$ cat config.mk
export PLATFORM = sky130hd
export DESIGN_NAME = ycbcr_to_rgb_framebuffer_writer
export DESIGN_NICKNAME = d
export VERILOG_FILES = /design/src/design/ycrgbfw_pkg.sv /design/src/design/ycrgbfw_front.sv /design/src/design/ycrgbfw_fifo.sv /design/src/design/ycrgbfw_back.sv /design/src/design/ycbcr_to_rgb_framebuffer_writer.sv
export VERILOG_INCLUDE_DIRS = /design/src /design/src/design
export SDC_FILE = /design/constraint.sdc
export NUM_CORES = 1
export LEC_CHECK = 0
export BUFFER_PORTS_ARGS = -buffer_cell sky130_fd_sc_hd__clkbuf_2
export CORE_ASPECT_RATIO = 2
export CORE_MARGIN = 3
export CORE_UTILIZATION = 46
export DETAILED_ROUTE_END_ITERATION = 12
export PLACE_DENSITY_LB_ADDON = 0.3
export SYNTH_ARGS = -nofsm -noshare
export SYNTH_HDL_FRONTEND = slang
export SYNTH_SLANG_ARGS = --single-unit
export TNS_END_PERCENT = 100
$ cat constraint.sdc
create_clock -name clk_i -period 10.6 [get_ports clk_i]
set_input_delay 2.12 -clock clk_i [delete_from_list [all_inputs] [get_ports clk_i]]
set_output_delay 2.12 -clock clk_i [all_outputs]
set_load 0.005 [all_outputs]
$ cat src/design/ycbcr_to_rgb_framebuffer_writer_macros.svh
// Assertion macros shared by the converter's modules.
// Each macro expects clk_i and rst_ni in scope.
`ifndef YCBCR_TO_RGB_FRAMEBUFFER_WRITER_MACROS_SVH
`define YCBCR_TO_RGB_FRAMEBUFFER_WRITER_MACROS_SVH

// The property must hold at every clock edge outside reset.
`define YCRGBFW_ASSERT(label, prop, msg) \
  label: assert property (@(posedge clk_i) disable iff (!rst_ni) (prop)) else $error(msg);

// The condition must never be seen at a clock edge outside reset.
`define YCRGBFW_ASSERT_NEVER(label, cond, msg) \
  label: assert property (@(posedge clk_i) disable iff (!rst_ni) !(cond)) else $error(msg);

`endif

$ cat src/design/ycrgbfw_pkg.sv
`timescale 1ns / 1ps
package ycrgbfw_pkg;

  // Crop window.
  localparam int MAX_WIDTH  = 720;
  localparam int MAX_HEIGHT = 576;

  // Field widths.
  localparam int DIM_W     = 12;
  localparam int CNT_W     = DIM_W + 1;
  localparam int SAMPLE_W  = 8;
  localparam int PIX_W     = 24;
  localparam int OFS_W     = 21;
  localparam int CFG_IDX_W = 2;
  localparam int COL_W     = $clog2(MAX_WIDTH);
  localparam int ROW_W     = $clog2(MAX_HEIGHT);
  localparam int ROWMW_W   = $clog2(MAX_WIDTH * MAX_HEIGHT);

  // Register reset values.
  localparam logic [DIM_W-1:0] WIDTH_RESET  = DIM_W'(352);
  localparam logic [DIM_W-1:0] HEIGHT_RESET = DIM_W'(240);

  // Fixed-point datapath widths.
  localparam int PROD_W = 20;
  localparam int SUM_W  = 22;
  localparam int FRAC_W = 10;

  // BT.601 limited-range coefficients, scaled by 1024.
  localparam logic signed [PROD_W-1:0] K_LUMA     = PROD_W'(1192);
  localparam logic signed [PROD_W-1:0] K_RED_CR   = PROD_W'(1634);
  localparam logic signed [PROD_W-1:0] K_GREEN_CB = PROD_W'(400);
  localparam logic signed [PROD_W-1:0] K_GREEN_CR = PROD_W'(833);
  localparam logic signed [PROD_W-1:0] K_BLUE_CB  = PROD_W'(2066);
  localparam logic signed [PROD_W-1:0] LUMA_BLACK = PROD_W'(16);
  localparam logic signed [PROD_W-1:0] CHROMA_MID = PROD_W'(128);

  // Queue geometry, used for both the command and the result queue.
  localparam int Q_DEPTH = 4;
  localparam int Q_AW    = $clog2(Q_DEPTH);
  localparam int Q_CW    = Q_AW + 1;

  typedef enum logic [CFG_IDX_W-1:0] {
    REG_SOURCE_WIDTH  = 2'd0,
    REG_SOURCE_HEIGHT = 2'd1,
    REG_OUTPUT_XRGB   = 2'd2
  } cfg_reg_e;

  // One kept pixel, as handed from the front to the back.
  typedef struct packed {
    logic [SAMPLE_W-1:0] luma;
    logic [SAMPLE_W-1:0] blue_diff;
    logic [SAMPLE_W-1:0] red_diff;
    logic                xrgb;
    logic [COL_W-1:0]    col;
    logic [ROW_W-1:0]    row;
    logic                last;
  } pix_cmd_t;

  // One finished result item.
  typedef struct packed {
    logic [PIX_W-1:0] pixel_word;
    logic [OFS_W-1:0] byte_offset;
    logic             last_pixel;
  } pix_res_t;

  // Floor-shift by the coefficient scale and clamp to 0..255.
  function automatic logic [SAMPLE_W-1:0] sat_channel(input logic signed [SUM_W-1:0] sum);
    logic signed [SUM_W-1:0] q;
    q = sum >>> FRAC_W;
    if (sum < 0) begin
      return '0;
    end else if (q > $signed(SUM_W'(255))) begin
      return '1;
    end else begin
      return q[SAMPLE_W-1:0];
    end
  endfunction

endpackage

$ cat src/design/ycrgbfw_front.sv
`timescale 1ns / 1ps
module ycrgbfw_front import ycrgbfw_pkg::*; (
  input  logic                 clk_i,
  input  logic                 rst_ni,
  input  logic                 cfg_valid_i,
  output logic                 cfg_ready_o,
  input  logic [CFG_IDX_W-1:0] cfg_index_i,
  input  logic [DIM_W-1:0]     cfg_data_i,
  input  logic                 push,
  output logic                 full,
  input  logic [SAMPLE_W-1:0]  luma_i,
  input  logic [SAMPLE_W-1:0]  blue_diff_i,
  input  logic [SAMPLE_W-1:0]  red_diff_i,
  output logic                 cmd_push_o,
  output pix_cmd_t             cmd_o,
  input  logic                 cmd_full_i
);

  logic [DIM_W-1:0] width_q, height_q;
  logic             xrgb_q;
  logic [DIM_W-1:0] col_q, col_d, row_q, row_d;
  logic [CNT_W-1:0] w_eff, h_eff, kw, kh, col_inc, row_inc;
  logic             accept, keep, last;

  assign cfg_ready_o = 1'b1;
  assign full        = cmd_full_i;
  assign accept      = push && !cmd_full_i;

  // Configuration registers.
  always_ff @(posedge clk_i or negedge rst_ni) begin
    if (!rst_ni) begin
      width_q  <= WIDTH_RESET;
      height_q <= HEIGHT_RESET;
      xrgb_q   <= 1'b0;
    end else if (cfg_valid_i) begin
      unique case (cfg_reg_e'(cfg_index_i))
        REG_SOURCE_WIDTH:  width_q  <= cfg_data_i;
        REG_SOURCE_HEIGHT: height_q <= cfg_data_i;
        REG_OUTPUT_XRGB:   xrgb_q   <= cfg_data_i[0];
        default: ;
      endcase
    end
  end

  // A size of zero stands for 4096; the kept area is the size clipped to the crop window.
  always_comb begin
    w_eff   = (width_q == '0) ? CNT_W'(4096) : CNT_W'(width_q);
    h_eff   = (height_q == '0) ? CNT_W'(4096) : CNT_W'(height_q);
    kw      = (w_eff < CNT_W'(MAX_WIDTH)) ? w_eff : CNT_W'(MAX_WIDTH);
    kh      = (h_eff < CNT_W'(MAX_HEIGHT)) ? h_eff : CNT_W'(MAX_HEIGHT);
    col_inc = CNT_W'(col_q) + CNT_W'(1);
    row_inc = CNT_W'(row_q) + CNT_W'(1);
    keep    = (col_q < DIM_W'(MAX_WIDTH)) && (row_q < DIM_W'(MAX_HEIGHT));
    last    = (CNT_W'(col_q) == kw - CNT_W'(1)) && (CNT_W'(row_q) == kh - CNT_W'(1));
  end

  // Raster position for the next pixel: wrap the column at the line end, the row at frame end.
  always_comb begin
    col_d = col_q;
    row_d = row_q;
    if (accept) begin
      if (col_inc >= w_eff) begin
        col_d = '0;
        row_d = (row_inc >= h_eff) ? '0 : row_inc[DIM_W-1:0];
      end else begin
        col_d = col_inc[DIM_W-1:0];
      end
    end
  end

  always_ff @(posedge clk_i or negedge rst_ni) begin
    if (!rst_ni) begin
      col_q <= '0;
      row_q <= '0;
    end else begin
      col_q <= col_d;
      row_q <= row_d;
    end
  end

  // Kept pixels go into the command queue with their position and format.
  assign cmd_push_o      = accept && keep;
  assign cmd_o.luma      = luma_i;
  assign cmd_o.blue_diff = blue_diff_i;
  assign cmd_o.red_diff  = red_diff_i;
  assign cmd_o.xrgb      = xrgb_q;
  assign cmd_o.col       = col_q[COL_W-1:0];
  assign cmd_o.row       = row_q[ROW_W-1:0];
  assign cmd_o.last      = last;

endmodule

$ cat src/design/ycrgbfw_fifo.sv
`timescale 1ns / 1ps
`include "ycbcr_to_rgb_framebuffer_writer_macros.svh"
module ycrgbfw_fifo import ycrgbfw_pkg::*; (
  input  logic     clk_i,
  input  logic     rst_ni,
  input  logic     push_i,
  input  pix_cmd_t data_i,
  output logic     full_o,
  input  logic     pop_i,
  output pix_cmd_t data_o,
  output logic     empty_o
);

  pix_cmd_t          mem_q [Q_DEPTH];
  logic [Q_AW-1:0]   wr_ptr_q, rd_ptr_q;
  logic [Q_CW-1:0]   count_q;
  logic              do_push, do_pop;

  assign full_o  = (count_q == Q_CW'(Q_DEPTH));
  assign empty_o = (count_q == '0);
  assign do_push = push_i && !full_o;
  assign do_pop  = pop_i && !empty_o;
  assign data_o  = mem_q[rd_ptr_q];

  // Item storage.
  always_ff @(posedge clk_i) begin
    if (do_push) begin
      mem_q[wr_ptr_q] <= data_i;
    end
  end

  // Pointers and fill level.
  always_ff @(posedge clk_i or negedge rst_ni) begin
    if (!rst_ni) begin
      wr_ptr_q <= '0;
      rd_ptr_q <= '0;
      count_q  <= '0;
    end else begin
      if (do_push) begin
        wr_ptr_q <= wr_ptr_q + Q_AW'(1);
      end
      if (do_pop) begin
        rd_ptr_q <= rd_ptr_q + Q_AW'(1);
      end
      if (do_push && !do_pop) begin
        count_q <= count_q + Q_CW'(1);
      end else if (do_pop && !do_push) begin
        count_q <= count_q - Q_CW'(1);
      end
    end
  end

  `YCRGBFW_ASSERT(a_push_fills, do_push |=> !empty_o, "command queue empty after a push")
  `YCRGBFW_ASSERT_NEVER(a_count_range, count_q > Q_CW'(Q_DEPTH), "command queue overfilled")

endmodule

$ cat src/design/ycrgbfw_back.sv
`timescale 1ns / 1ps
`include "ycbcr_to_rgb_framebuffer_writer_macros.svh"
module ycrgbfw_back import ycrgbfw_pkg::*; (
  input  logic             clk_i,
  input  logic             rst_ni,
  input  pix_cmd_t         cmd_i,
  input  logic             cmd_empty_i,
  output logic             cmd_pop_o,
  input  logic             pop,
  output logic             empty,
  output logic [PIX_W-1:0] pixel_word_o,
  output logic [OFS_W-1:0] byte_offset_o,
  output logic             last_pixel_o
);

  logic                      s1_valid_q;
  logic signed [PROD_W-1:0]  s1_yy_q, s1_rv_q, s1_gu_q, s1_gv_q, s1_bu_q;
  logic [ROWMW_W-1:0]        s1_rowmw_q;
  logic [COL_W-1:0]          s1_col_q;
  logic                      s1_xrgb_q, s1_last_q;
  logic signed [PROD_W-1:0]  y_s, u_s, v_s;
  logic signed [SUM_W-1:0]   r_sum, g_sum, b_sum;
  logic [SAMPLE_W-1:0]       r_ch, g_ch, b_ch;
  logic [OFS_W-1:0]          ofs_base;
  pix_res_t                  res;
  pix_res_t                  out_mem_q [Q_DEPTH];
  logic [Q_AW-1:0]           out_wr_q, out_rd_q;
  logic [Q_CW-1:0]           out_cnt_q;
  logic                      take, out_pop;

  // Take a command only when the result queue has room for it and the one in flight.
  assign take      = !cmd_empty_i &&
                     ((out_cnt_q + Q_CW'(s1_valid_q)) < Q_CW'(Q_DEPTH));
  assign cmd_pop_o = take;

  // Stage one: remove offsets and form the coefficient products and the row base.
  always_comb begin
    y_s = signed'(PROD_W'(cmd_i.luma)) - LUMA_BLACK;
    u_s = signed'(PROD_W'(cmd_i.blue_diff)) - CHROMA_MID;
    v_s = signed'(PROD_W'(cmd_i.red_diff)) - CHROMA_MID;
  end

  always_ff @(posedge clk_i) begin
    if (take) begin
      s1_yy_q    <= y_s * K_LUMA;
      s1_rv_q    <= v_s * K_RED_CR;
      s1_gu_q    <= u_s * K_GREEN_CB;
      s1_gv_q    <= v_s * K_GREEN_CR;
      s1_bu_q    <= u_s * K_BLUE_CB;
      s1_rowmw_q <= ROWMW_W'(cmd_i.row) * ROWMW_W'(MAX_WIDTH);
      s1_col_q   <= cmd_i.col;
      s1_xrgb_q  <= cmd_i.xrgb;
      s1_last_q  <= cmd_i.last;
    end
  end

  always_ff @(posedge clk_i or negedge rst_ni) begin
    if (!rst_ni) begin
      s1_valid_q <= 1'b0;
    end else begin
      s1_valid_q <= take;
    end
  end

  // Stage two: channel sums, clamp, pack and the byte address.
  always_comb begin
    r_sum = SUM_W'(s1_yy_q) + SUM_W'(s1_rv_q);
    g_sum = SUM_W'(s1_yy_q) - SUM_W'(s1_gu_q) - SUM_W'(s1_gv_q);
    b_sum = SUM_W'(s1_yy_q) + SUM_W'(s1_bu_q);
    r_ch  = sat_channel(r_sum);
    g_ch  = sat_channel(g_sum);
    b_ch  = sat_channel(b_sum);
    ofs_base = OFS_W'(s1_rowmw_q) + OFS_W'(s1_col_q);
    if (s1_xrgb_q) begin
      res.pixel_word  = {r_ch, g_ch, b_ch};
      res.byte_offset = ofs_base << 2;
    end else begin
      // RGB565 keeps the top five, six and five bits of red, green and blue.
      res.pixel_word  = {8'h00, r_ch[7:3], g_ch[7:2], b_ch[7:3]};
      res.byte_offset = ofs_base << 1;
    end
    res.last_pixel = s1_last_q;
  end

  // Result queue storage.
  always_ff @(posedge clk_i) begin
    if (s1_valid_q) begin
      out_mem_q[out_wr_q] <= res;
    end
  end

  assign empty   = (out_cnt_q == '0);
  assign out_pop = pop && !empty;

  // Result queue pointers and fill level.
  always_ff @(posedge clk_i or negedge rst_ni) begin
    if (!rst_ni) begin
      out_wr_q  <= '0;
      out_rd_q  <= '0;
      out_cnt_q <= '0;
    end else begin
      if (s1_valid_q) begin
        out_wr_q <= out_wr_q + Q_AW'(1);
      end
      if (out_pop) begin
        out_rd_q <= out_rd_q + Q_AW'(1);
      end
      if (s1_valid_q && !out_pop) begin
        out_cnt_q <= out_cnt_q + Q_CW'(1);
      end else if (out_pop && !s1_valid_q) begin
        out_cnt_q <= out_cnt_q - Q_CW'(1);
      end
    end
  end

  assign pixel_word_o  = out_mem_q[out_rd_q].pixel_word;
  assign byte_offset_o = out_mem_q[out_rd_q].byte_offset;
  assign last_pixel_o  = out_mem_q[out_rd_q].last_pixel;

  `YCRGBFW_ASSERT(a_room_for_flight, s1_valid_q |-> (out_cnt_q < Q_CW'(Q_DEPTH)),
                  "result in flight with no room in the result queue")
  `YCRGBFW_ASSERT_NEVER(a_out_range, out_cnt_q > Q_CW'(Q_DEPTH), "result queue overfilled")

endmodule

$ cat src/design/ycbcr_to_rgb_framebuffer_writer.sv
`timescale 1ns / 1ps
// Channel   | Handshake                  | Content
// ----------+----------------------------+-------------------------------------------
// pixel in  | push / full                | luma_i, blue_diff_i, red_diff_i
// result    | empty / pop                | pixel_word_o, byte_offset_o, last_pixel_o
// config    | cfg_valid_i / cfg_ready_o  | cfg_index_i, cfg_data_i
//
// One item is accepted per clock while full is low; a kept pixel passes through the command
// queue, the product register and the result queue before it shows on the result ports.
// Cropped pixels only advance the raster counters and give no result; cfg_ready_o is always high.
// Reset clears the counters and both four-entry queues and loads the register defaults.
// The front stalls only when the command queue is full; the back stops taking commands when
// the result queue cannot hold the pixel in flight, so a stalled reader fills both queues.
module ycbcr_to_rgb_framebuffer_writer import ycrgbfw_pkg::*; (
  input  logic                 clk_i,
  input  logic                 rst_ni,
  input  logic                 cfg_valid_i,
  output logic                 cfg_ready_o,
  input  logic [CFG_IDX_W-1:0] cfg_index_i,
  input  logic [DIM_W-1:0]     cfg_data_i,
  input  logic                 push,
  output logic                 full,
  input  logic [SAMPLE_W-1:0]  luma_i,
  input  logic [SAMPLE_W-1:0]  blue_diff_i,
  input  logic [SAMPLE_W-1:0]  red_diff_i,
  output logic                 empty,
  input  logic                 pop,
  output logic [PIX_W-1:0]     pixel_word_o,
  output logic [OFS_W-1:0]     byte_offset_o,
  output logic                 last_pixel_o
);

  pix_cmd_t cmd_in, cmd_out;
  logic     cmd_push, cmd_full, cmd_pop, cmd_empty;

  // Front: configuration, raster counters and crop decision.
  ycrgbfw_front u_front (
    .clk_i       (clk_i),
    .rst_ni      (rst_ni),
    .cfg_valid_i (cfg_valid_i),
    .cfg_ready_o (cfg_ready_o),
    .cfg_index_i (cfg_index_i),
    .cfg_data_i  (cfg_data_i),
    .push        (push),
    .full        (full),
    .luma_i      (luma_i),
    .blue_diff_i (blue_diff_i),
    .red_diff_i  (red_diff_i),
    .cmd_push_o  (cmd_push),
    .cmd_o       (cmd_in),
    .cmd_full_i  (cmd_full)
  );

  // Command queue between the two halves.
  ycrgbfw_fifo u_cmd_fifo (
    .clk_i   (clk_i),
    .rst_ni  (rst_ni),
    .push_i  (cmd_push),
    .data_i  (cmd_in),
    .full_o  (cmd_full),
    .pop_i   (cmd_pop),
    .data_o  (cmd_out),
    .empty_o (cmd_empty)
  );

  // Back: colour conversion, packing, addressing and the result queue.
  ycrgbfw_back u_back (
    .clk_i         (clk_i),
    .rst_ni        (rst_ni),
    .cmd_i         (cmd_out),
    .cmd_empty_i   (cmd_empty),
    .cmd_pop_o     (cmd_pop),
    .pop           (pop),
    .empty         (empty),
    .pixel_word_o  (pixel_word_o),
    .byte_offset_o (byte_offset_o),
    .last_pixel_o  (last_pixel_o)
  );

endmodule

==> Word-level counts from Yosys, hierarchy flattened <==
Memory sizes are Yosys's and may differ from the RTL's.
Index checks and enable logic that the tools add are counted.
{ "totals": {"register_bits": 182, "mem_bits_rw": 368, "in_bits": 43, "out_inout_bits": 49, "wordCells": 119, "memories": 2} }
{ "memory_table": {"columns": ["name", "words", "width", "read_ports", "rd_clocked_by_memory_dff", "wr", "line_no", "text"], "rows": [
  ["u_back.out_mem_q", 4, 46, 1, 0, 1, "ycrgbfw_back.sv:26", "pix_res_t out_mem_q [Q_DEPTH];"],
  ["u_cmd_fifo.mem_q", 4, 46, 1, 0, 1, "ycrgbfw_fifo.sv:14", "pix_cmd_t mem_q [Q_DEPTH];"]
]} }
{ "classes": {"add_sub_neg": 21, "n_mul": 6, "magnitude_cmp": 13, "n_eq_ne": 5, "n_mux": 21, "n_reduce_logical": 30} }
{ "op_table": {"columns": ["op", "n"], "rows": [
  ["$mux 13", 4],
  ["$mux 8", 6],
  ["$mux 45", 1],
  ["$add 20x20->21", 2],
  ["$lt 21x1->1 const B", 2],
  ["$add 12x1->13 const B", 2],
  ["$eq 12x13->1", 2],
  ["$ge 13x13->1", 2],
  ["$lt 13x10->1 const B", 2],
  ["$sub 13x1->13 const B", 2],
  ["$logic_not 12->1", 2],
  ["$lt 12x10->1 const B", 2],
  ["$mux 12", 2],
  ["$gt 11x9->1 const B", 2],
  ["$lt 22x1->1 const B", 1],
  ["$sub 21x20->22", 1],
  ["$sub 20x20->21", 1],
  ["$add 19x10->20", 1],
  ["$mul 20x11->19 const B", 1],
  ["$mul 20x11->20 const B", 1],
  ["$mul 20x12->19 const B", 1],
  ["$mul 20x6->16 const B", 1],
  ["$mul 20x9->17 const B", 1],
  ["$sub 8x8->9 const B", 2],
  ["other kinds (19)", 52]
]} }

==> Depth between registers and ports, before layout <==
Gate-level depths: netlist (run 1).
{ "logic_depth": {"depth_word": 9, "depth_mapped": 23, "mapped_depth_nobuf": 22} }

==> Cells and area by module <==
Synthesis (run 1) repeated with hierarchy kept, for this count alone.
{ "unflattened": {"cells_unflattened": 2366, "hier_area_um2": 31305.0} }
{ "by_module_without_submodules": {"columns": ["mod", "instances", "cells_per_inst", "area_each_um2"], "rows": [
  ["ycrgbfw_back", 1, 1544, 19819.0],
  ["ycrgbfw_fifo", 1, 276, 7049.3],
  ["ycrgbfw_front", 1, 546, 4436.8]
]} }

==> Least setup slack after synthesis (run 1) <==
OpenSTA, ideal clock, no wires.
{ "synth_path": {"path_kind": "register to register", "from": "register u_back.s1_valid_q", "to": "register u_cmd_fifo.count_q[1]", "setup_ps": 125, "arrival_ps": 6751, "t_required_ps": 10475, "setup_slack_ps": 3725, "path_stages_with_launch": 9, "n_path_buf": 0, "period_less_slack_ps": 6875, "path_cell_list": "dfrtp_1 > nand3_1 > xnor2_1 > nor2_1 > inv_1 > ha_1 > inv_1 > fa_1 > mux2_2"} }
{ "synth_between": {"elab_chain_len": 7, "elab_cells_between_ends": 9, "classes_between": "add/sub (1); order compare (1); mux (1); reduce/logical (6)"} }
{ "synth_rtl": {"columns": ["item", "line_no", "text"], "rows": [
  ["start: declaration", "ycrgbfw_back.sv:16", "logic s1_valid_q;"],
  ["start signal: assignment", "ycrgbfw_back.sv:61", "s1_valid_q <= take;"],
  ["$add 3x1->3 *", "ycrgbfw_back.sv:33", "((out_cnt_q + Q_CW'(s1_valid_q)) < Q_CW'(Q_DEPTH));"],
  ["$lt 3x3->1 *", "ycrgbfw_back.sv:33", null],
  ["$logic_and 1x1->1 *", "ycrgbfw_back.sv:32", "assign take = !cmd_empty_i &&"],
  ["named net cmd_pop", "ycbcr_to_rgb_framebuffer_writer.sv:34", "logic cmd_push, cmd_full, cmd_pop, cmd_empty;"],
  ["$logic_and 1x1->1 *", "ycrgbfw_fifo.sv:22", "assign do_pop = pop_i && !empty_o;"],
  ["$logic_not 1->1", "ycrgbfw_fifo.sv:45", "if (do_push && !do_pop) begin"],
  ["$logic_and 1x1->1", "ycrgbfw_fifo.sv:45", null],
  ["$mux 3 / $reduce_bool 2->1 (equally long branches)", null, null],
  ["end signal: assignment", "ycrgbfw_fifo.sv:46", "count_q <= count_q + Q_CW'(1);"],
  ["end signal: assignment", "ycrgbfw_fifo.sv:48", "count_q <= count_q - Q_CW'(1);"],
  ["end: declaration", "ycrgbfw_fifo.sv:16", "logic [Q_CW-1:0] count_q;"]
]} }
The timed path passes the listed nets; every way through them passes the cells marked *.
A chain may end at the register's enable or synchronous reset.

==> Final worst setup path (run 1) <==
{ "layout_path": {"from": "register u_cmd_fifo.rd_ptr_q[0]", "to": "register u_back.s1_rv_q[19], data pin"} }
{ "layout_between": {"elab_chain_len": 3} }
{ "layout_rtl": {"columns": ["item", "line_no", "text"], "rows": [
  ["start: declaration", "ycrgbfw_fifo.sv:15", "logic [Q_AW-1:0] wr_ptr_q, rd_ptr_q;"],
  ["start signal: assignment", "ycrgbfw_fifo.sv:43", "rd_ptr_q <= rd_ptr_q + Q_AW'(1);"],
  ["$mem_v2 4x46", null, null],
  ["$sub 8x8->9", "ycrgbfw_back.sv:40", "v_s = signed'(PROD_W'(cmd_i.red_diff)) - CHROMA_MID;"],
  ["$mul 20x11->19", "ycrgbfw_back.sv:46", "s1_rv_q <= v_s * K_RED_CR;"],
  ["end signal: assignment", "ycrgbfw_back.sv:46", null],
  ["end: declaration", "ycrgbfw_back.sv:17", "logic signed [PROD_W-1:0] s1_yy_q, s1_rv_q, s1_gu_q, s1_gv_q, s1_bu_q;"]
]} }
No other way between the ends.

==> results of run 1 <==
## registers in the layout, summed over array words and instances (netlist names), 3 cells and up
name                count
u_back.out_cnt_q        3
u_back.out_mem_q      180
u_back.s1_gu_q         16
u_back.s1_rowmw_q      15
u_cmd_fifo.mem_q      184
u_front.width_q        12
u_back.s1_rv_q         15
u_back.s1_bu_q         15
u_front.height_q       12
u_front.col_q          12
u_cmd_fifo.count_q      3
u_front.row_q          12
u_back.s1_yy_q         17
u_back.s1_gv_q         20
u_back.s1_col_q        10
## layout by cell type (no fill, tap or decap), types with 7 or more instances in the layout
| cell | netlist | layout |
|---|---|---|
| a21boi_0 | 7 | 7 |
| a21o_1 | 25 | 25 |
| a21oi_1 | 92 | 92 |
| a22o_1 | 13 | 13 |
| a31oi_1 | 17 | 17 |
| and2_1 | 16 | 8 |
| and2_2 | 0 | 8 |
| and3_1 | 15 | 15 |
| buf_4 | 2 | 18 |
| clkbuf_16 | 0 | 49 |
| clkbuf_2 | 1 | 88 |
| clkinv_1 | 0 | 11 |
| dfrtp_1 | 57 | 53 |
| dfstp_2 | 7 | 7 |
| edfxtp_1 | 474 | 474 |
| fa_1 | 76 | 76 |
| ha_1 | 324 | 324 |
| inv_1 | 266 | 266 |
| mux2_2 | 27 | 27 |
| mux2i_1 | 10 | 10 |
| mux4_2 | 91 | 91 |
| nand2_1 | 108 | 108 |
| nand2b_1 | 15 | 15 |
| nand3_1 | 36 | 36 |
| nand4_1 | 15 | 15 |
| nor2_1 | 73 | 72 |
| nor2b_1 | 22 | 22 |
| nor3_1 | 37 | 37 |
| nor4_1 | 7 | 7 |
| o21a_1 | 14 | 14 |
| o21ai_0 | 86 | 86 |
| o21bai_1 | 23 | 23 |
| o22ai_1 | 9 | 9 |
| xnor2_1 | 105 | 105 |
| xor2_1 | 46 | 46 |
## synth_stat cells (6+ instances only)
master | count | area [sq um]
edfxtp_1 | 474 | 14230
xnor2_1 | 105 | 919.6
a21oi_1 | 92 | 460.4
a31oi_1 | 17 | 106.4
and2_1 | 16 | 100.1
nor2b_1 | 22 | 137.6
nor3_1 | 37 | 185.2
inv_1 | 266 | 998.5
mux2_2 | 27 | 304.0
nand2_1 | 108 | 405.4
nor4_1 | 7 | 43.79
nand3_1 | 36 | 180.2
a22o_1 | 13 | 113.9
fa_1 | 76 | 1521
nand2b_1 | 15 | 93.84
dfstp_2 | 7 | 183.9
mux2i_1 | 10 | 100.1
dfrtp_1 | 57 | 1426
o22ai_1 | 9 | 56.30
xor2_1 | 46 | 402.9
ha_1 | 324 | 4054
mux4_2 | 91 | 2049
o21ai_0 | 86 | 430.4
o21a_1 | 14 | 105.1
a21o_1 | 25 | 187.7
nand4_1 | 15 | 93.84
nor2_1 | 73 | 274.0
and3_1 | 15 | 93.84
clkbuf_1 | 43 | 161.4
or2_2 | 6 | 37.54
buf_1 | 12 | 45.04
a21boi_0 | 7 | 52.55
o21bai_1 | 23 | 172.7
## worst max-delay path, cell delays in order (launching register included)
cell and delay, ps:
dfrtp_4 750, buf_4 500, mux4_2 690, inv_1 460
ha_1 310, inv_1 70, fa_1 460, fa_1 510
fa_1 520, inv_1 70, ha_1 300, a21o_1 160
a21oi_1 240, o21bai_1 100, a21oi_1 220, nor2b_1 100
o2111ai_1 180, nand3_1 120, o41a_1 330, xor2_1 140
## worst paths after layout
kind / end / slack, ps / startpoint / cells past startpoint
worst min-delay path: u_back.out_mem_q[2][0]$_DFFE_PP_ / 500 / u_back.s1_last_q$_DFFE_PP_ / 0
worst max-delay path: u_back.s1_rv_q[19]$_DFFE_PP_ / 4060 / u_cmd_fifo.rd_ptr_q[0]$_DFFE_PN0P_ / 19
max in group asynchronous: u_cmd_fifo.rd_ptr_q[0]$_DFFE_PN0P_ / 8240 / rst_ni / 2
worst max register to register: u_back.s1_rv_q[19]$_DFFE_PP_ / 4060 / u_cmd_fifo.rd_ptr_q[0]$_DFFE_PN0P_ / 19
min in group asynchronous: u_front.width_q[3]$_DFFE_PN0P_ / 1720 / rst_ni / 2
worst min register to register: u_back.out_mem_q[2][0]$_DFFE_PP_ / 500 / u_back.s1_last_q$_DFFE_PP_ / 0
## per-stage QoR
step           utilization  setup slack (ps)  std cells  cell area, sq um
2_1_floorplan            -              3725       2278             30640
3_5_place_dp        0.4871              3990       3200             32100
5_1_grt             0.5109              3516       3287             33670
6_report            0.5109              4063       3287             33670
3_3_place_gp        0.4871              4128       3200             32100
4_1_cts             0.5109              3963       3287             33670
## area by class of cell
cell class	count	area, sq um
clock buffers	55	1249
clock inverters	32	317.8
fillers	5717	32230
inverters	266	998.5
multi-input cells	1412	13570
flip-flops and latches	538	15850
well taps	877	1097
repair buffers	107	580.6
## layer usage
metal,GRT usage,wire [um]
met1,0.1914,23080
met2,0.3448,33290
met3,0.02232,1966
met4,0.07771,2816
met5,0,0
## logic make-up (layout without fill, tap and decap cells)
group,count (synthesis),count (layout),share of synthesized area
muxes,128,128,0.08008
buffers and inverters,328,460,0.04063
xor gates and xnor gates,151,151,0.04317
DFF,538,538,0.5171
adders and majority gates,400,400,0.1820
AOI/OAI and AO/OA,353,353,0.07522
and+or+nand+nor,378,378,0.06154
other,2,2,0.0002451
==> results.ini, run 1 <==
[worst_setup_path]
critPathArrivalTime_ps = 6880
path_max_fanout = 26
critPathKind = reg -> reg
critPathCaptureType = flip-flop
cp_data_required_time_ps = 10940
start_kind = flip-flop

[global_route]
grt_pass1_vias = 18920
grt_start_max_net_pins = 77
grt_first_pass_wirelength_um = 98580
grt-ovfl-total = 0
track_usage = 0.1779
number_of_antenna_violations_at_the_first_check_in_global_routing = 2

[cts]
cts_tree = yes
post-cts-setup-buffers = 0
cts_buffer_depth = 3
cts_buffers = 48
worst_skew_pair.late_latency_ps = 590
htreeDepth = 2
cts_hold_repair.buffers = 0
cts_num_sinks = 538
clock_tree.root_cell = clkbuf_16
cts.repair.resized = 0
clk_transition_reported_paths_ps = 70

[route]
via_count = 17670
post_drt_wl_per_cell_um = 18.60
drt-initial-drc-count = 906
drt_drc_violations_left = 0
detail-route-antenna-nets = 0
detail_route.vias_per_cell = 5.376
initial_drt_pass_iterations = 4
final_routed_wirelength_um = 61150

[cells_and_area]
final_nets = 2816
num_antenna_cells = 0
layout-drive-gt1-share = 0.1423
area_growth_syn_to_layout_pct = 9.883

[die]
core_region_area_sq_um = 65900
floorplan.initialDensity = 0.4649
floorplan.die.width_um = 188.5
placementRows = 133
dieHeight_um = 371.0
ioPinCount = 92
floorplan.die_area_sq_um = 69930

[synth]
synth_cell_types = 85
postSynthCellCount = 2278
synth_edf_count = 474
ys_dominant_reg_cell = edfxtp_1
ys_seq_elements = 538
synth_warnings = 0
synthArstFlopShare = 0.1190
avgSynthCellArea_sq_um = 13.45
synth.cell_area_sq_um = 30640
ys_seq_area_frac = 0.5171
syn_nets = 2721

[timing]
fmaxAchievable_ghz = 0.1530
clock_skew_ps = 26.95
grt_setup_unrepaired = false
setup_violations_final = 0
period_share = 0.6167
finalHoldViolCount = 0
worst-slew-pin-transition_ps = 1066
period_needed_ps = 6537
hold_ws_ps = 496.8
slew-limit-headroom = 0.2863
final.setup.tns_ps = 0
timing.final.max_slew_violations = 0

[min_path]
worstHoldPathType = reg -> reg

[placement]
detailed_place_hpwl_um = 46410
finalWeightedCongestion = 0.8509
port_buffers = 89

[run_status]
status = finished, final reports clean

[flow_run]
cap_viol_max_count = 0

Power of run 1 is left out: the tool's default activity adds up to more than one toggle a clock period on the data nets, which glitch-free logic cannot reach.
==> run 2, diff against run 1 <==
clock period = 5.5 ns   (was 10.6 ns; I/O delays follow)
==> run 2 against run 1 <==
Effect of this change:
- worst hold slack better by 21 ps
- wire length up 0.94%
- first-iteration DRC count down 7.3%
- clock skew up 1.6 ps
- global-route usage up 0.18 points
- fmax up 26%
- die area unchanged
- count of clock-buffer cells in the layout up 3
- critical path depth unchanged
- critical endpoint is now u_back.s1_rv_q[18]$_DFFE_PP_
==> results.ini, run 2 (synthesized netlist as in run 1, its figures left out) <==
[timing]
period_share = 0.9444  ; was 0.6167
period_needed_ps = 5194  ; was 6537 ps
worst-slew-pin-transition_ps = 1044  ; was 1066 ps
grt_setup_unrepaired = true  ; was false
timing.final.max_slew_violations = 0  ; unchanged
hold_ws_ps = 517.4  ; was 496.8 ps
finalHoldViolCount = 0  ; unchanged
setup_violations_final = 0  ; unchanged
clock_skew_ps = 28.54  ; was 26.95 ps
final.setup.tns_ps = 0  ; unchanged
fmaxAchievable_ghz = 0.1925  ; was 0.1530 GHz
slew-limit-headroom = 0.3038  ; was 0.2863

[cts]
htreeDepth = 2  ; unchanged
clock_tree.root_cell = clkbuf_16  ; unchanged
cts_buffer_depth = 3  ; unchanged
clk_transition_reported_paths_ps = 70  ; about the same
cts_num_sinks = 538  ; unchanged
worst_skew_pair.late_latency_ps = 580  ; was 590 ps
cts_buffers = 47  ; was 48
cts_tree = yes  ; unchanged

[die]
core_region_area_sq_um = 65900  ; unchanged
ioPinCount = 92  ; unchanged
floorplan.die_area_sq_um = 69930  ; unchanged
dieHeight_um = 371.0  ; unchanged
floorplan.initialDensity = 0.4649  ; unchanged
placementRows = 133  ; unchanged
floorplan.die.width_um = 188.5  ; unchanged

[flow_run]
cap_viol_max_count = 0  ; unchanged

[worst_setup_path]
critPathKind = reg -> reg  ; unchanged
critPathArrivalTime_ps = 5530  ; was 6880 ps
cp_data_required_time_ps = 5830  ; was 10,940 ps
worstReg2RegEnd = u_back.s1_rv_q[18]$_DFFE_PP_  ; was u_back.s1_rv_q[19]$_DFFE_PP_
start_kind = flip-flop  ; unchanged
r2r_slack_ps = 310  ; was 4060 ps
critical_path.startpoint = u_cmd_fifo.rd_ptr_q[0]$_DFFE_PN0P_  ; unchanged
worst_r2r_startpoint = u_cmd_fifo.rd_ptr_q[0]$_DFFE_PN0P_  ; unchanged
path_max_fanout = 18  ; was 26
reg2reg_depth = 19  ; unchanged
critPathCaptureType = flip-flop  ; unchanged

[cells_and_area]
fillCellCount = 5627  ; was 5,717
layout_common_cells = edfxtp_1 (474), ha_1 (324), inv_1 (266), nand2_1 (108), xnor2_1 (105)  ; unchanged
multiInputGateArea_sq_um = 13620  ; was 13,570 sq um
largest_register = u_cmd_fifo.mem_q  ; unchanged
layout_commonest_cell = edfxtp_1  ; unchanged
layout-drive-gt1-share = 0.1525  ; was 0.1423
final_core_utilization = 0.5134  ; was 0.5109
area_growth_syn_to_layout_pct = 10.43  ; was 9.883%
final_nets = 2835  ; was 2,816
largest_register_ffs = 184  ; unchanged
area.sequential_sq_um = 15850  ; unchanged
reg.largest.list = u_cmd_fifo.mem_q: 184 flops, u_back.out_mem_q: 180 flops, u_back.s1_gv_q: 20 flops  ; unchanged

[placement]
detailed_place_hpwl_um = 47340  ; was 46,410 um
finalWeightedCongestion = 0.8832  ; was 0.8509
port_buffers = 89  ; unchanged

[run_status]
status = finished, final reports clean  ; unchanged

[min_path]
holdPathStages = 1  ; was 0
timing.hold.worst_endpoint = u_cmd_fifo.count_q[2]$_DFFE_PN0P_  ; was u_back.out_mem_q[2][0]$_DFFE_PP_
worstHoldPathType = reg -> reg  ; unchanged
holdCritStartpoint = u_cmd_fifo.count_q[2]$_DFFE_PN0P_  ; was u_back.s1_last_q$_DFFE_PP_

[route]
detail_route.vias_per_cell = 5.359  ; was 5.376
post_drt_wl_per_cell_um = 18.68  ; was 18.60 um
initial_drt_pass_iterations = 5  ; was 4
final_routed_wirelength_um = 61730  ; was 61,150 um
drt-initial-drc-count = 840  ; was 906
drt_drc_violations_left = 0  ; unchanged
via_count = 17710  ; was 17,670
detail-route-antenna-nets = 0  ; unchanged

[global_route]
number_of_antenna_violations_at_the_first_check_in_global_routing = 2  ; unchanged
grt-ovfl-total = 0  ; unchanged
track_usage = 0.1797  ; was 0.1779
grt_pass1_vias = 18980  ; was 18,920
grt_first_pass_wirelength_um = 99860  ; was 98,580 um
grt_start_max_net_pins = 81  ; was 77

## run 2: routing by layer
| metal | vias up | track usage | share of wire |
|---|---|---|---|
| met5 | - | 0 | 0.00024 |
| met4 | 2 | 0.08817 | 0.054 |
| met3 | 129 | 0.02213 | 0.030 |
| met2 | 302 | 0.3419 | 0.54 |
| met1 | 8709 | 0.1950 | 0.38 |
| li1 | 8570 | - | - |
## run 2: worst max-delay path by stage
stage / slack [ps] / endpoint
6_report: 310 / u_back.s1_rv_q[18]$_DFFE_PP_
5_1_grt: -50 / u_back.s1_yy_q[18]$_DFFE_PP_
4_1_cts: 50 / u_back.s1_yy_q[18]$_DFFE_PP_
3_5_place_dp: 70 / u_back.s1_yy_q[18]$_DFFE_PP_
3_3_place_gp: 200 / u_back.s1_yy_q[18]$_DFFE_PP_
2_1_floorplan: 4 / u_back.s1_rv_q[19]$_DFFE_PP_
## run 2: area by class of cell
type / count / share of cell area
tap: 877 / 0.03243
antenna: 1 / 0.00007396
multi-input combinational: 1412 / 0.4025
clock buffer: 58 / 0.03628
clock inverter: 26 / 0.008506
inverter: 266 / 0.02951
sequential: 538 / 0.4685
timing repair buffer: 127 / 0.02219
## run 2: critical path, stage by stage (launching register included)
cell      delay (ps)
dfrtp_2          380
buf_12           190
mux4_2           570
inv_1            170
ha_1             230
inv_1             70
fa_1             460
fa_1             490
fa_1             510
inv_1             70
fa_1             460
a21o_1           210
a21oi_2          170
o21bai_1          80
a21oi_1          220
o21bai_1          90
a21oi_1          220
o21bai_1          90
a21oi_1          180
xnor2_1           80
## run 2: per-stage QoR
step,instance area (sq um),setup slack (ps),std cells
after CTS,33770,46.93,3302
after global routing,33830,-51.60,3304
after global placement,32250,204.2,3218
final,33830,305.6,3305
after floorplan,30660,3.893,2278
after detailed placement,32250,72.97,3218
## run 2: what timing repair did
item,CTS,global route
gates resized for setup,0,14
setup endpoints to repair,0,10
hold buffers,0,0
setup buffers,0,2
Power of run 2 is left out for the same reason.
==> run 3, diff against run 2 <==
PLACE_DENSITY = 0.7   (was default)
PLACE_DENSITY_LB_ADDON = default   (was 0.3)
==> run 3 against run 2 <==
Effect of this change:
- sequential share of layout area is 0.35 points lower
- count of clock-buffer cells in the layout is 11 lower
- global-route usage is 0.14 points lower
- die area stayed put
- first-iteration DRC count is 7.0% lower
- cell area is 0.75% higher
- setup slack worse by 50 ps
- fmax is 0.96% lower
- register-to-register slack worse by 50 ps
- cell count is 0.51% higher
- highest routed layer unchanged
- clock skew is 16 ps lower
==> results.ini, run 3 (synthesized netlist as in run 1, its figures left out) <==
[worst_setup_path]
start_kind = flip-flop  ; unchanged
crit_chain = buf_12, mux4_2, ha_1, inv_1, fa_1, fa_1, fa_1, inv_1, fa_1, a21o_1, a21oi_1, o21bai_1, a21oi_1, o21bai_1, a21oi_1, o21bai_1, a21oi_1, xnor2_1  ; was buf_12, mux4_2, inv_1, ha_1, inv_1, fa_1, fa_1, fa_1, inv_1, fa_1, a21o_1, a21oi_2, o21bai_1, a21oi_1, o21bai_1, a21oi_1, o21bai_1, a21oi_1, xnor2_1
critical_path.startpoint = u_cmd_fifo.rd_ptr_q[0]$_DFFE_PN0P_  ; unchanged
r2r_slack_ps = 260  ; was 310 ps
critPathCaptureType = flip-flop  ; unchanged
reg2reg_depth = 18  ; was 19
path_max_fanout = 16  ; was 18
worstReg2RegEnd = u_back.s1_rv_q[18]$_DFFE_PP_  ; unchanged
critPathArrivalTime_ps = 5580  ; was 5530 ps
cp_data_required_time_ps = 5840  ; was 5830 ps
critPathKind = reg -> reg  ; unchanged
worst_r2r_startpoint = u_cmd_fifo.rd_ptr_q[0]$_DFFE_PN0P_  ; unchanged
critical-path-max-stage-delay_ps = 590  ; was 570 ps
crit_path_top_delay_cell = mux4_2  ; unchanged

[timing]
timing.final.max_slew_violations = 0  ; unchanged
setup_violations_final = 0  ; unchanged
finalHoldViolCount = 0  ; unchanged
clock_skew_ps = 12.42  ; was 28.54 ps
worst-slew-pin-transition_ps = 1070  ; was 1044 ps
fmaxAchievable_ghz = 0.1907  ; was 0.1925 GHz
final.setup.tns_ps = 0  ; unchanged
slew-limit-headroom = 0.2834  ; was 0.3038
period_share = 0.9536  ; was 0.9444
final_ws_setup_ps = 255.3  ; was 305.6 ps
period_needed_ps = 5245  ; was 5194 ps

[die]
placementRows = 133  ; unchanged
core_region_area_sq_um = 65900  ; unchanged
ioPinCount = 92  ; unchanged
dieHeight_um = 371.0  ; unchanged
floorplan.initialDensity = 0.4649  ; unchanged
floorplan.die_area_sq_um = 69930  ; unchanged
floorplan.die.width_um = 188.5  ; unchanged

[cells_and_area]
layout_common_cells = edfxtp_1 (474), ha_1 (324), inv_1 (266), nand2_1 (108), xnor2_1 (105)  ; unchanged
reg.largest.list = u_cmd_fifo.mem_q: 184 flops, u_back.out_mem_q: 180 flops, u_back.s1_gv_q: 20 flops  ; unchanged
area_growth_syn_to_layout_pct = 11.25  ; was 10.43%
final_area_sq_um = 34090  ; was 33,830 sq um
largest_register = u_cmd_fifo.mem_q  ; unchanged
area.sequential_sq_um = 15850  ; about the same
final_nets = 2847  ; was 2,835
fillCellCount = 5632  ; was 5,627
layout-drive-gt1-share = 0.1593  ; was 0.1525
largest_register_ffs = 184  ; unchanged
final_core_utilization = 0.5173  ; was 0.5134
layout_commonest_cell = edfxtp_1  ; unchanged
multiInputGateArea_sq_um = 13600  ; was 13,620 sq um

[global_route]
grt_pass1_vias = 19070  ; was 18,980
grt_first_pass_wirelength_um = 99270  ; was 99,860 um
grt_start_max_net_pins = 75  ; was 81
number_of_antenna_violations_at_the_first_check_in_global_routing = 3  ; was 2
track_usage = 0.1783  ; was 0.1797
grt-ovfl-total = 0  ; unchanged

[min_path]
holdCritStartpoint = u_cmd_fifo.count_q[2]$_DFFE_PN0P_  ; unchanged
holdPathStages = 1  ; unchanged
timing.hold.worst_endpoint = u_cmd_fifo.count_q[2]$_DFFE_PN0P_  ; unchanged
worstHoldPathType = reg -> reg  ; unchanged

[route]
wl_met3_um = 2076  ; was 1872 um
drt-initial-drc-count = 781  ; was 840
final_routed_wirelength_um = 62010  ; was 61,730 um
drt_drc_violations_left = 0  ; unchanged
routed.top_layer = met5  ; unchanged
initial_drt_pass_iterations = 5  ; unchanged
detail-route-antenna-nets = 0  ; unchanged
detail_route.vias_per_cell = 5.395  ; was 5.359
route.met2.wl_um = 33980  ; was 33,160 um
via_count = 17920  ; was 17,710
met1Wirelength_um = 23220  ; was 23,360 um
post_drt_wl_per_cell_um = 18.66  ; was 18.68 um

[cts]
cts_tree = yes  ; unchanged
clk_transition_reported_paths_ps = 70  ; about the same
htreeDepth = 2  ; unchanged
cts_buffers = 47  ; unchanged
cts_buffer_depth = 3  ; unchanged
cts_num_sinks = 538  ; unchanged
clock_tree.root_cell = clkbuf_16  ; unchanged
worst_skew_pair.late_latency_ps = 590  ; was 580 ps
cts_hold_repair.buffers = 0  ; unchanged

[placement]
place_ws_ps = 203.7  ; was 72.97 ps
finalWeightedCongestion = 0.8521  ; was 0.8832
port_buffers = 89  ; unchanged
placement.cell_area_sq_um = 32300  ; was 32,250 sq um
detailed_place_hpwl_um = 47720  ; was 47,340 um

[flow_run]
cap_viol_max_count = 0  ; unchanged

[run_status]
status = finished, final reports clean  ; unchanged

==> run 3: cell types whose count changed in the layout (fill, tap and decap cells not counted), sizes merged <==
cell	change
buf	+12
clkbuf	-11
inv	+10
bufinv	+5
diode	+2
clkinvlp	-1
==> run 3: how the worst max path moves through the flow <==
| stage | end | slack (ps) | depth (start not counted) |
|---|---|---|---|
| after floorplan | u_back.s1_rv_q[19]$_DFFE_PP_ | 4 | 20 |
| after global placement | u_back.s1_yy_q[18]$_DFFE_PP_ | 310 | 22 |
| after detailed placement | u_back.s1_yy_q[18]$_DFFE_PP_ | 200 | 17 |
| after CTS | u_back.s1_yy_q[18]$_DFFE_PP_ | 170 | 17 |
| after global routing | u_back.s1_yy_q[18]$_DFFE_PP_ | -4 | 18 |
| final | u_back.s1_rv_q[18]$_DFFE_PP_ | 260 | 18 |
==> run 3: metal layers <==
layer	global-route usage	up-vias
met1	0.1932	8835
li1	-	8612
met5	0	-
met2	0.3454	333
met3	0.02364	139
met4	0.07341	2
==> run 3: worst max-delay path: cells and delay by family (launching register included) <==
kind | cells | cell delay [ps]
compound gates | 8 | 1330
xor+xnor | 1 | 90
fa+ha+maj | 5 | 2270
buf+inv | 3 | 300
flops | 1 | 390
mux | 1 | 590
==> run 3: what timing repair did <==
item                                    in CTS  in global routing
resized for setup                            0                  7
buffers inserted                             0                  7
endpoints found under the setup margin       0                  4
==> run 3: final cells by class <==
class | instances | area share
flip-flops and latches | 538 | 0.4650
multi-input cells | 1412 | 0.3990
clock buffers | 47 | 0.03450
well taps | 877 | 0.03219
inverters | 266 | 0.02929
repair buffers | 139 | 0.02445
clock inverters | 40 | 0.01542
diodes | 3 | 0.0002202
==> run 3: per-stage QoR <==
step                std cells  hold slack [ps]
global route             3319            518.2
global placement         3225            474.5
detailed placement       3225            492.1
floorplan                2278            456.0
CTS                      3312            497.7
finish                   3322            497.3
Power of run 3 is left out for the same reason.
